===== src/sv/owm_pkg.sv =====
// Shared types, constants and helper functions of the 1-Wire bus master.
package owm_pkg;

    // Command codes carried by the opcode field.
    localparam logic [1:0] OP_TICK  = 2'd0;
    localparam logic [1:0] OP_RESET = 2'd1;
    localparam logic [1:0] OP_WRITE = 2'd2;
    localparam logic [1:0] OP_READ  = 2'd3;

    // Configuration register indexes.
    localparam int unsigned CFG_INDEX_W = 3;
    localparam int unsigned CFG_DATA_W  = 10;
    localparam logic [CFG_INDEX_W-1:0] REG_RESET_LOW    = 3'd0;
    localparam logic [CFG_INDEX_W-1:0] REG_PRESENCE_SMP = 3'd1;
    localparam logic [CFG_INDEX_W-1:0] REG_RESET_TAIL   = 3'd2;
    localparam logic [CFG_INDEX_W-1:0] REG_WRITE_ZERO   = 3'd3;
    localparam logic [CFG_INDEX_W-1:0] REG_WRITE_SLOT   = 3'd4;
    localparam logic [CFG_INDEX_W-1:0] REG_READ_LOW     = 3'd5;
    localparam logic [CFG_INDEX_W-1:0] REG_READ_SAMPLE  = 3'd6;
    localparam logic [CFG_INDEX_W-1:0] REG_READ_SLOT    = 3'd7;

    // Reset values of the timing registers, in microsecond ticks.
    localparam logic [9:0] RESET_LOW_DEFAULT    = 10'd500;
    localparam logic [7:0] PRESENCE_SMP_DEFAULT = 8'd75;
    localparam logic [9:0] RESET_TAIL_DEFAULT   = 10'd430;
    localparam logic [6:0] WRITE_ZERO_DEFAULT   = 7'd60;
    localparam logic [6:0] WRITE_SLOT_DEFAULT   = 7'd61;
    localparam logic [3:0] READ_LOW_DEFAULT     = 4'd3;
    localparam logic [5:0] READ_SAMPLE_DEFAULT  = 6'd14;
    localparam logic [6:0] READ_SLOT_DEFAULT    = 7'd69;

    // Reflected CRC-8 polynomial.
    localparam logic [7:0] CRC_POLY = 8'h8C;

    // Bus sequencer phases.
    typedef enum logic [2:0] {
        PH_IDLE     = 3'd0,
        PH_RST_LOW  = 3'd1,
        PH_RST_WAIT = 3'd2,
        PH_RST_TAIL = 3'd3,
        PH_WRITE    = 3'd4,
        PH_READ     = 3'd5
    } phase_t;

    // Timing configuration as seen by the sequencer.
    typedef struct packed {
        logic [9:0] reset_low_time;
        logic [7:0] presence_sample_time;
        logic [9:0] reset_tail_time;
        logic [6:0] write_zero_low_time;
        logic [6:0] write_slot_time;
        logic [3:0] read_low_time;
        logic [5:0] read_sample_time;
        logic [6:0] read_slot_time;
    } cfg_t;

    // One result beat.
    typedef struct packed {
        logic       drive_low;
        logic       busy_res;
        logic       done_res;
        logic       presence;
        logic [7:0] rx_byte;
        logic [7:0] crc_value;
    } res_t;

    // A zero timing value counts as one tick.
    function automatic logic [9:0] at_least_one(input logic [9:0] v);
        return (v == 10'd0) ? 10'd1 : v;
    endfunction

    // One bit step of the reflected CRC-8.
    function automatic logic [7:0] crc8_bit(input logic [7:0] c, input logic b);
        logic [7:0] r;
        r = {1'b0, c[7:1]};
        if (c[0] ^ b)
        begin
            r = r ^ CRC_POLY;
        end
        return r;
    endfunction

endpackage


===== src/sv/onewire_bus_master_core.sv =====
// Top level of the 1-Wire bus master: handshakes, configuration and sequencer.
// Each accepted input beat is one microsecond tick and yields one result beat.
// A valid result stands in the output register in the cycle after its input beat is accepted.
// Throughput is one beat per cycle whenever the input is not stalled.
// Input is stalled only while an earlier result waits in the output register.
// Asynchronous active-low reset: idle phase, cleared CRC and status, default timings.
module onewire_bus_master_core
    import owm_pkg::*;
(
    input  logic                   clk,
    input  logic                   rst_n,
    input  logic                   in_valid,
    output logic                   in_stall,
    input  logic [1:0]             opcode,
    input  logic [7:0]             tx_byte,
    input  logic                   bus_in,
    output logic                   out_valid,
    input  logic                   out_stall,
    output logic                   drive_low,
    output logic                   busy_res,
    output logic                   done_res,
    output logic                   presence,
    output logic [7:0]             rx_byte,
    output logic [7:0]             crc_value,
    input  logic                   cfg_valid,
    output logic                   cfg_ready,
    input  logic [CFG_INDEX_W-1:0] cfg_index,
    input  logic [CFG_DATA_W-1:0]  cfg_data
);

    cfg_t cfg;
    res_t res;
    logic step;
    logic out_valid_reg, out_valid_next;

    // An input beat is taken whenever the output register is free or being emptied.
    assign in_stall  = out_valid_reg && out_stall;
    assign step      = in_valid && !in_stall;
    assign cfg_ready = 1'b1;

    owm_cfg_regs u_cfg_regs (
        .clk      (clk),
        .rst_n    (rst_n),
        .wr_en    (cfg_valid),
        .wr_index (cfg_index),
        .wr_data  (cfg_data),
        .cfg      (cfg)
    );

    owm_engine u_engine (
        .clk     (clk),
        .rst_n   (rst_n),
        .step    (step),
        .opcode  (opcode),
        .tx_byte (tx_byte),
        .bus_in  (bus_in),
        .cfg     (cfg),
        .res     (res)
    );

    // Output valid tracks whether the result register holds an untaken beat.
    always_comb
    begin
        out_valid_next = out_valid_reg;
        if (step)
        begin
            out_valid_next = 1'b1;
        end
        else if (out_valid_reg && !out_stall)
        begin
            out_valid_next = 1'b0;
        end
    end

    always_ff @(posedge clk or negedge rst_n)
    begin
        if (!rst_n)
        begin
            out_valid_reg <= 1'b0;
        end
        else
        begin
            out_valid_reg <= out_valid_next;
        end
    end

    assign out_valid = out_valid_reg;
    assign drive_low = res.drive_low;
    assign busy_res  = res.busy_res;
    assign done_res  = res.done_res;
    assign presence  = res.presence;
    assign rx_byte   = res.rx_byte;
    assign crc_value = res.crc_value;

    // An accepted beat always leaves a result waiting on the next cycle.
    a_accept_gives_result: assert property (
        @(posedge clk) disable iff (!rst_n)
        (in_valid && !in_stall) |=> out_valid
    ) else $error("accepted beat produced no result");

    // Input stalls only behind a waiting result.
    a_stall_only_when_full: assert property (
        @(posedge clk) disable iff (!rst_n)
        in_stall |-> out_valid
    ) else $error("input stalled with an empty output register");

    // A finishing tick is always part of an operation.
    a_done_implies_busy: assert property (
        @(posedge clk) disable iff (!rst_n)
        (out_valid && done_res) |-> busy_res
    ) else $error("done reported outside an operation");

endmodule


===== src/sv/owm_cfg_regs.sv =====
// Timing configuration register file of the 1-Wire bus master.
module owm_cfg_regs
    import owm_pkg::*;
(
    input  logic                   clk,
    input  logic                   rst_n,
    input  logic                   wr_en,
    input  logic [CFG_INDEX_W-1:0] wr_index,
    input  logic [CFG_DATA_W-1:0]  wr_data,
    output cfg_t                   cfg
);

    cfg_t cfg_reg;

    // Register writes; each register keeps the low bits of the data.
    always_ff @(posedge clk or negedge rst_n)
    begin
        if (!rst_n)
        begin
            cfg_reg.reset_low_time       <= RESET_LOW_DEFAULT;
            cfg_reg.presence_sample_time <= PRESENCE_SMP_DEFAULT;
            cfg_reg.reset_tail_time      <= RESET_TAIL_DEFAULT;
            cfg_reg.write_zero_low_time  <= WRITE_ZERO_DEFAULT;
            cfg_reg.write_slot_time      <= WRITE_SLOT_DEFAULT;
            cfg_reg.read_low_time        <= READ_LOW_DEFAULT;
            cfg_reg.read_sample_time     <= READ_SAMPLE_DEFAULT;
            cfg_reg.read_slot_time       <= READ_SLOT_DEFAULT;
        end
        else if (wr_en)
        begin
            case (wr_index)
                REG_RESET_LOW:    cfg_reg.reset_low_time       <= wr_data;
                REG_PRESENCE_SMP: cfg_reg.presence_sample_time <= wr_data[7:0];
                REG_RESET_TAIL:   cfg_reg.reset_tail_time      <= wr_data;
                REG_WRITE_ZERO:   cfg_reg.write_zero_low_time  <= wr_data[6:0];
                REG_WRITE_SLOT:   cfg_reg.write_slot_time      <= wr_data[6:0];
                REG_READ_LOW:     cfg_reg.read_low_time        <= wr_data[3:0];
                REG_READ_SAMPLE:  cfg_reg.read_sample_time     <= wr_data[5:0];
                REG_READ_SLOT:    cfg_reg.read_slot_time       <= wr_data[6:0];
                default:          cfg_reg <= cfg_reg;
            endcase
        end
    end

    assign cfg = cfg_reg;

endmodule


===== src/sv/owm_engine.sv =====
// Tick sequencer of the 1-Wire bus master: slot timing, shifter, CRC and result register.
module owm_engine
    import owm_pkg::*;
(
    input  logic       clk,
    input  logic       rst_n,
    input  logic       step,
    input  logic [1:0] opcode,
    input  logic [7:0] tx_byte,
    input  logic       bus_in,
    input  cfg_t       cfg,
    output res_t       res
);

    phase_t     phase_reg, phase_next;
    logic [9:0] tick_count_reg, tick_count_next;
    logic [2:0] bit_index_reg, bit_index_next;
    logic [7:0] shift_byte_reg, shift_byte_next;
    logic [7:0] crc_reg, crc_next;
    logic       presence_flag_reg, presence_flag_next;
    logic [7:0] rx_hold_reg, rx_hold_next;
    res_t       res_reg, res_next;

    // Working values after a possible command start on this tick.
    phase_t     ph_s;
    logic [9:0] tc_s;
    logic [2:0] bi_s;
    logic [7:0] sb_s;
    logic [7:0] crc_s;
    logic [10:0] tc_inc;
    logic [9:0] low_lim;
    logic [9:0] slot_lim;
    logic [9:0] samp_pt;
    logic       drive;

    // Command start, then one tick of the current phase.
    always_comb
    begin
        ph_s  = (phase_reg inside {PH_IDLE, PH_RST_LOW, PH_RST_WAIT, PH_RST_TAIL,
                                   PH_WRITE, PH_READ}) ? phase_reg : PH_IDLE;
        tc_s  = tick_count_reg;
        bi_s  = bit_index_reg;
        sb_s  = shift_byte_reg;
        crc_s = crc_reg;

        if (ph_s == PH_IDLE && opcode != OP_TICK)
        begin
            tc_s = 10'd0;
            bi_s = 3'd0;
            case (opcode)
                OP_RESET:
                begin
                    ph_s  = PH_RST_LOW;
                    crc_s = 8'd0;
                end
                OP_WRITE:
                begin
                    ph_s = PH_WRITE;
                    sb_s = tx_byte;
                end
                default:
                begin
                    ph_s = PH_READ;
                    sb_s = 8'd0;
                end
            endcase
        end

        tc_inc   = {1'b0, tc_s} + 11'd1;
        low_lim  = 10'd1;
        slot_lim = 10'd1;
        samp_pt  = 10'd0;
        drive    = 1'b0;

        phase_next         = ph_s;
        tick_count_next    = tc_s;
        bit_index_next     = bi_s;
        shift_byte_next    = sb_s;
        crc_next           = crc_s;
        presence_flag_next = presence_flag_reg;
        rx_hold_next       = rx_hold_reg;
        res_next.done_res  = 1'b0;

        case (ph_s)
            PH_IDLE:
            begin
                phase_next = PH_IDLE;
            end
            PH_RST_LOW:
            begin
                drive           = 1'b1;
                tick_count_next = tc_inc[9:0];
                if (tc_inc >= {1'b0, at_least_one(cfg.reset_low_time)})
                begin
                    phase_next      = PH_RST_WAIT;
                    tick_count_next = 10'd0;
                end
            end
            PH_RST_WAIT:
            begin
                if (tc_s >= {2'b00, cfg.presence_sample_time})
                begin
                    presence_flag_next = ~bus_in;
                    phase_next         = PH_RST_TAIL;
                    tick_count_next    = 10'd0;
                end
                else
                begin
                    tick_count_next = tc_inc[9:0];
                end
            end
            PH_RST_TAIL:
            begin
                tick_count_next = tc_inc[9:0];
                if (tc_inc >= {1'b0, at_least_one(cfg.reset_tail_time)})
                begin
                    res_next.done_res = 1'b1;
                    phase_next        = PH_IDLE;
                    tick_count_next   = 10'd0;
                end
            end
            PH_WRITE:
            begin
                // A one is a short low pulse, a zero a long one.
                low_lim  = sb_s[0] ? 10'd1 : at_least_one({3'b000, cfg.write_zero_low_time});
                slot_lim = at_least_one({3'b000, cfg.write_slot_time});
                drive    = (tc_s < low_lim);
                tick_count_next = tc_inc[9:0];
                if (tc_inc >= {1'b0, slot_lim})
                begin
                    tick_count_next = 10'd0;
                    shift_byte_next = {1'b0, sb_s[7:1]};
                    if (bi_s == 3'd7)
                    begin
                        bit_index_next    = 3'd0;
                        res_next.done_res = 1'b1;
                        phase_next        = PH_IDLE;
                    end
                    else
                    begin
                        bit_index_next = bi_s + 3'd1;
                    end
                end
            end
            PH_READ:
            begin
                // The sample point is pulled back to the last slot tick when it lies beyond.
                slot_lim = at_least_one({3'b000, cfg.read_slot_time});
                samp_pt  = ({4'b0000, cfg.read_sample_time} < slot_lim)
                           ? {4'b0000, cfg.read_sample_time} : (slot_lim - 10'd1);
                low_lim  = at_least_one({6'b000000, cfg.read_low_time});
                drive    = (tc_s < low_lim);
                if (tc_s == samp_pt)
                begin
                    shift_byte_next = {bus_in, sb_s[7:1]};
                    crc_next        = crc8_bit(crc_s, bus_in);
                end
                tick_count_next = tc_inc[9:0];
                if (tc_inc >= {1'b0, slot_lim})
                begin
                    tick_count_next = 10'd0;
                    if (bi_s == 3'd7)
                    begin
                        bit_index_next    = 3'd0;
                        rx_hold_next      = shift_byte_next;
                        res_next.done_res = 1'b1;
                        phase_next        = PH_IDLE;
                    end
                    else
                    begin
                        bit_index_next = bi_s + 3'd1;
                    end
                end
            end
            default:
            begin
                phase_next = PH_IDLE;
            end
        endcase

        res_next.drive_low = drive;
        res_next.busy_res  = (ph_s != PH_IDLE);
        res_next.presence  = presence_flag_next;
        res_next.rx_byte   = rx_hold_next;
        res_next.crc_value = crc_next;
    end

    // Sequencer state advances by one tick per accepted beat.
    always_ff @(posedge clk or negedge rst_n)
    begin
        if (!rst_n)
        begin
            phase_reg         <= PH_IDLE;
            tick_count_reg    <= 10'd0;
            bit_index_reg     <= 3'd0;
            shift_byte_reg    <= 8'd0;
            crc_reg           <= 8'd0;
            presence_flag_reg <= 1'b0;
            rx_hold_reg       <= 8'd0;
        end
        else if (step)
        begin
            phase_reg         <= phase_next;
            tick_count_reg    <= tick_count_next;
            bit_index_reg     <= bit_index_next;
            shift_byte_reg    <= shift_byte_next;
            crc_reg           <= crc_next;
            presence_flag_reg <= presence_flag_next;
            rx_hold_reg       <= rx_hold_next;
        end
    end

    // Result register, loaded with the beat produced by this tick.
    always_ff @(posedge clk)
    begin
        if (step)
        begin
            res_reg <= res_next;
        end
    end

    assign res = res_reg;

endmodule


===== config.mk =====
export PLATFORM = sky130hd
export DESIGN_NAME = onewire_bus_master_core
export DESIGN_NICKNAME = d
export VERILOG_FILES = /design/src/sv/owm_pkg.sv /design/src/sv/onewire_bus_master_core.sv /design/src/sv/owm_cfg_regs.sv /design/src/sv/owm_engine.sv
export SDC_FILE = /design/constraint.sdc
export NUM_CORES = 1
export LEC_CHECK = 0
export BUFFER_PORTS_ARGS = -buffer_cell sky130_fd_sc_hd__buf_2
export CAP_MARGIN = 10
export CORE_MARGIN = 2
export CORE_UTILIZATION = 55
export CTS_CLUSTER_DIAMETER = 150
export DETAILED_ROUTE_END_ITERATION = 10
export GPL_ROUTABILITY_DRIVEN = 1
export PLACE_DENSITY = 0.8
export SYNTH_ARGS = -nofsm -noshare
export SYNTH_HDL_FRONTEND = slang
export SYNTH_HIERARCHICAL = 1
export SYNTH_SLANG_ARGS = --single-unit

===== constraint.sdc =====
create_clock -name clk -period 9.9 [get_ports clk]
set_input_delay 1.98 -clock clk [delete_from_list [all_inputs] [get_ports clk]]
set_output_delay 1.98 -clock clk [all_outputs]
set_load 0.01 [all_outputs]

* Word-level counts from Yosys, hierarchy flattened
Cells that the tools add are included.
Storage, ports and cells: output and inout bits 23, input bits 29, word-level logic and storage cells 137, bits in registers 121
Cells by class: reductions and logical operators 27, multiplexer cells 53, add/sub/neg operators 3, order comparisons 8, equality and inequality tests 21, bitwise operators 3
Operator list (count):
- $mux W10 | 10
- $mux W8 | 11
- $pmux W10 S5 | 1
- $ge A11 B10 Y1 | 4
- $mux W3 | 12
- $pmux W8 S2 | 2
- $eq A3 B3 Y1 const B | 9
- $logic_not A7 Y1 | 3
- $mux W7 | 3
- $logic_not A10 Y1 | 2
- $lt A10 B10 Y1 | 2
- $eq A3 B2 Y1 const B | 6
- $reduce_and A2 Y1 | 8
- $pmux W3 S5 | 1
- $pmux W3 S2 | 2
- $add A10 B1 Y11 const B | 1
- $eq A10 B10 Y1 | 1
- $ge A10 B8 Y1 | 1
- $lt A6 B10 Y1 | 1
- $sub A10 B1 Y10 const B | 1
- $eq A3 B1 Y1 const B | 3
- $logic_not A3 Y1 | 3
- $mux W1 | 8
- $pmux W1 S3 | 2
- other kinds (13) | 18

* Longest topological paths before layout
depth in word-level cells 11, mapped depth 19, depth with buffers taken out 16

* Hierarchy
Netlist, hierarchy kept.
Modules (own cells, without submodules):
- owm_engine | seq. area each 1626.6 µm², area an instance 5557.8 µm², cells each 643, times used 1
- owm_cfg_regs | seq. area each 1517.7 µm², area an instance 2509.9 µm², cells each 134, times used 1
- onewire_bus_master_core | seq. area each 25.0 µm², area an instance 61.3 µm², cells each 6, times used 1

* Worst setup path before layout
Ideal clock, no wire load.
kind input-to-reg, start in opcode[0], end reg u_engine.tick_count_reg[0], data arrival time 5771 ps, stages on the path 17, setup time 126 ps, required time 9774 ps, buffers on the path 3, setup slack 4003 ps, cell sequence inv_1 -> ha_1 -> or4_4 -> nand2_2 -> buf_2 -> clkbuf_1 -> clkbuf_1 -> nor2_1 -> ha_1 -> inv_1 -> o41ai_1 -> a221oi_1 -> o31ai_4 -> o31ai_1 -> a311o_2 -> and2_4 -> a221o_1
Between the ends: cells in the longest elaborated chain, start to end 7, elaborated cells on any way between the ends 24, classes of those cells 1 x add/sub; 5 x order compare; 7 x eq/ne; 9 x mux; 2 x reduce/logical
Ends and longest elaborated chain:
- start, declared | line onewire_bus_master_core.sv:14 | input logic [1:0] opcode,
- $reduce_bool A2 Y1 | line owm_engine.sv:46 | if (ph_s == PH_IDLE && opcode != OP_TICK)
- $logic_and A1 B1 Y1 | line owm_engine.sv:46
- $mux W10 | line owm_engine.sv:46
- $add A10 B1 Y11 | line owm_engine.sv:69 | tc_inc = {1'b0, tc_s} + 11'd1;
- $ge A11 B10 Y1, on equally long branches
- $mux W10, on equally long branches
- $pmux W10 S5 (*) | line owm_engine.sv:84 | case (ph_s)
- end signal, assigned | line owm_engine.sv:204 | tick_count_reg <= tick_count_next;
- end, declared | line owm_engine.sv:16 | logic [9:0] tick_count_reg, tick_count_next;
Every way passes the cells marked *; elsewhere a longest branch is shown, timed or not. A chain may end at the register's enable or synchronous reset.

* Worst setup path after layout
start in opcode[0], end reg u_engine.shift_byte_reg[0]
Between the ends: cells in the longest elaborated chain, start to end 7, elaborated cells on any way between the ends 17, classes of those cells 1 x add/sub; 1 x order compare; 5 x eq/ne; 8 x mux; 2 x reduce/logical
Ends and longest elaborated chain:
- $reduce_bool A2 Y1 | line owm_engine.sv:46
- $logic_and A1 B1 Y1 | line owm_engine.sv:46
- $mux W10 | line owm_engine.sv:46
- $add A10 B1 Y11 | line owm_engine.sv:69
- $ge A11 B10 Y1 | line owm_engine.sv:129 | if (tc_inc >= {1'b0, slot_lim})
- $mux W8 | line owm_engine.sv:129
- $pmux W8 S2 (*) | line owm_engine.sv:84
- end signal, assigned | line owm_engine.sv:206 | shift_byte_reg <= shift_byte_next;
- end, declared | line owm_engine.sv:18 | logic [7:0] shift_byte_reg, shift_byte_next;
Marked as above.

==> flow_summary.toml <==
[clock_tree]
holdBufCountCts = 0
cts_setup_buffers = 0
numCtsBuffers = 17
clk_path_buf_depth = 2
htree_num_levels = 4
postCtsResizedCells = 0
clkLatencyLatePin_ns = 0.42
clk_pin_slew_ns = 0.05
cts_tree = "done"
clockRootBuffer = "clkbuf_16"
clock-sinks = 121

[timing]
max_freq_ghz = 0.166
fin_crit_sh_pct = 60.7
setup_violations = 0
slew_headroom_pct = 31.3
fin_crit_ns = 6.01
holdWs_ns = 0.502
tightest_slew_ns = 1.02
fin_setup_tns_ns = 0
skew_ns = 0.00878
finalHoldViolCount = 0
maxSlewViolCount = 0
rsz0062_at_grt = "false"

[worst_setup_path]
cp.buffers_inverters = 2
crit_chain = "buf_2 > inv_1 > ha_1 > nand3b_1 > nand2_2 > nor2_1 > ha_1 > o2111ai_1 > a311oi_1 > o211ai_1 > and2_1 > nor2_1 > o22a_1 > o221ai_1"
crit_required_ns = 10.17
startpoint_type = "input pin"
critical_path_class = "input pin to register"
critPathTopFamily = "simple AND/OR/NAND/NOR gates"
crit_slowest_cell = "nand2_2"
cp_max_fo = 37
slowest_delay_ns = 0.69
critPathArrivalTime_ns = 6.28
end_kind = "register"

[route]
drt_iter0_markers = 742
ant_nets = 0
drtPass1Iterations = 5
viasPerCell = 6.34
detail_route.drc_violations = 0
vias = 6408
finalWirelength_um = 19600
wl_per_cell_um = 19.4

[synthesis]
yosysWarningCount = 6
netlist_area_mm2 = 0.00813
synth-seq-area-share_pct = 39.0
synth-seq-cells = 121
synth_nets = 864
synthDistinctLibCells = 83
async_flop_share_pct = 83.5
avgSynthCellArea_um2 = 10.4
netlist_instances = 783
synth_flop_cell = "dfrtp_1"
synth_enable_flop_cells = 20

[placement]
place_inst = 979
port_buffers = 50
place.gp.congestion = 0.931
dpl.hpwl_um = 13700

[global_route]
grt_use_total_pct = 25.7
grt_first_pass_wirelength_um = 32400
antenna_found_initial = 0
grt_start_max_net_pins = 53
grt_pass1_vias = 6244
gr-total-overflow = 0

[power]
seq_power_share_pct = 32.3
p_per_area_mw_per_mm2 = 264
p_switching_w = 0.000941
switching_share_pct = 39.7
power.clock.fraction_pct = 25.7
p_leak_nw = 4.07
comb_power_share_pct = 42.0
internal-power_w = 0.00143
irDropWorstVdd_mv = 0.174

[outcome]
status = "complete, no violations"

[die]
die_area_mm2 = 0.0158
fp.dieH_um = 126
fp.coreArea_mm2 = 0.0145
start_util_pct = 56.1
num_rows = 44
die_w_um = 126
ioPinCount = 52

[worst_hold_path]
hold_path.class = "register to register"

[finish]
num-fill-cells = 1127
largest_register_ff_count = 59
fin_nets = 895
n_antenna_cell = 0
drive_gt1_share_pct = 25.6
area_growth_syn_to_layout_pct = 10.5
fin_cells = 1011

[run]
drv_cap = 0
-- cell families after synthesis --
logic type / after synthesis / synth area share, %
fa+ha+maj: 54 / 8.25
compound gates: 187 / 16.7
other cells: 1 / 0.0461
flops: 121 / 39.0
xor+xnor: 17 / 1.83
simple gates: 199 / 13.8
buf+inv: 111 / 6.19
mux: 93 / 14.2
-- stage by stage --
step | cell area (µm²) | utilization, % | worst slack (ns) | total power, W
2_1_floorplan | 8130 | - | 4.00 | 0.00149
3_3_place_gp | 8400 | 58.0 | 3.69 | 0.00169
3_5_place_dp | 8400 | 58.0 | 3.59 | 0.00172
4_1_cts | 8980 | 62.0 | 4.01 | 0.00235
5_1_grt | 8980 | 62.0 | 3.54 | 0.00252
6_report | 8980 | 62.0 | 3.89 | 0.00237
-- Yosys cell counts (all sizes together), types with 3 or more instances --
cell type / count / area, µm²
and4bb: 3 / 37.5
nand2: 44 / 168
o21ai: 39 / 203
o22a: 3 / 26.3
o211ai: 10 / 75.1
edfxtp: 20 / 601
nand3: 16 / 85.1
nor3: 17 / 95.1
o31ai: 4 / 43.8
o2111ai: 5 / 43.8
a22o: 21 / 184
and3: 10 / 67.6
buf: 18 / 154
nor2b: 3 / 18.8
xor2: 6 / 52.6
inv: 70 / 263
xnor2: 11 / 96.3
and4: 3 / 26.3
and2: 11 / 71.3
nor4: 11 / 75.1
mux2: 73 / 953
a32o: 3 / 30.0
a211oi: 6 / 45.0
dfstp: 33 / 867
a31oi: 12 / 75.1
a22oi: 6 / 45.0
a221oi: 3 / 26.3
dfrtp: 68 / 1700
nand4b: 4 / 47.6
or3: 5 / 31.3
o21a: 7 / 52.6
o21bai: 3 / 22.5
a21o: 6 / 45.0
a32oi: 5 / 43.8
nor2: 45 / 185
nand2b: 10 / 62.6
ha: 52 / 651
o221ai: 9 / 78.8
mux2i: 20 / 200
clkbuf: 23 / 86.3
nand4: 8 / 56.3
a21oi: 23 / 119
-- per-layer routing --
metal	up-vias	global-route usage (%)	share of wire, %
li1	2971	-	-
met1	3129	35.7	44
met2	257	39.1	47
met3	51	5.05	6.0
met4	0	11.4	2.8
met5	-	0	0
-- layout make-up --
cell class / instances / area (µm²) / share of cell area, %
multi-input combinational: 551 / 4460 / 49.7
sequential: 121 / 3170 / 35.3
clock buffer: 18 / 429 / 4.78
timing repair buffer: 53 / 275 / 3.07
inverter: 70 / 263 / 2.93
tap: 184 / 230 / 2.56
clock inverter: 14 / 148 / 1.64
-- worst paths after layout --
check,start,cells past startpoint,slack [ns],endpoint
max,opcode[0],14,3.89,u_engine/shift_byte_reg[0]
min,u_engine/rx_hold_reg[4],1,0.50,u_engine/rx_hold_reg[4]
max reg2reg,u_engine/phase_reg[1],11,5.34,u_engine/shift_byte_reg[0]
min reg2reg,u_engine/rx_hold_reg[4],1,0.50,u_engine/rx_hold_reg[4]
max in group asynchronous,rst_n,2,7.22,u_engine/shift_byte_reg[4]
min in group asynchronous,rst_n,1,1.57,u_cfg_regs/cfg[23]
-- placed cells by master (no fill, tap or decap), types with 11 or more instances in the layout --
cell       synthesis  routed
inv_1             70      70
dfrtp_1           68      68
ha_1              52      52
buf_2              6      49
nor2_1            44      44
nand2_1           43      43
mux2_2            38      38
mux2_4            35      35
o21ai_0           34      34
dfstp_2           33      33
a21oi_1           22      22
a22o_1            21      21
mux2i_1           20      20
edfxtp_1          20      20
clkbuf_16          0      17
nor3_1            15      15
nand3_1           15      15
a31oi_1           12      12
xnor2_1           11      11
-- power by group through the flow --
stage          Clock [W]  Sequential (W)  Combinational, W
3_3_place_gp           0        0.000760          0.000935
3_5_place_dp           0        0.000764          0.000960
4_1_cts         0.000618        0.000759          0.000971
2_1_floorplan          0        0.000708          0.000779
6_report        0.000609        0.000764          0.000995
5_1_grt         0.000644        0.000779           0.00109
No activity file was read; power rests on OpenSTA's default activity.
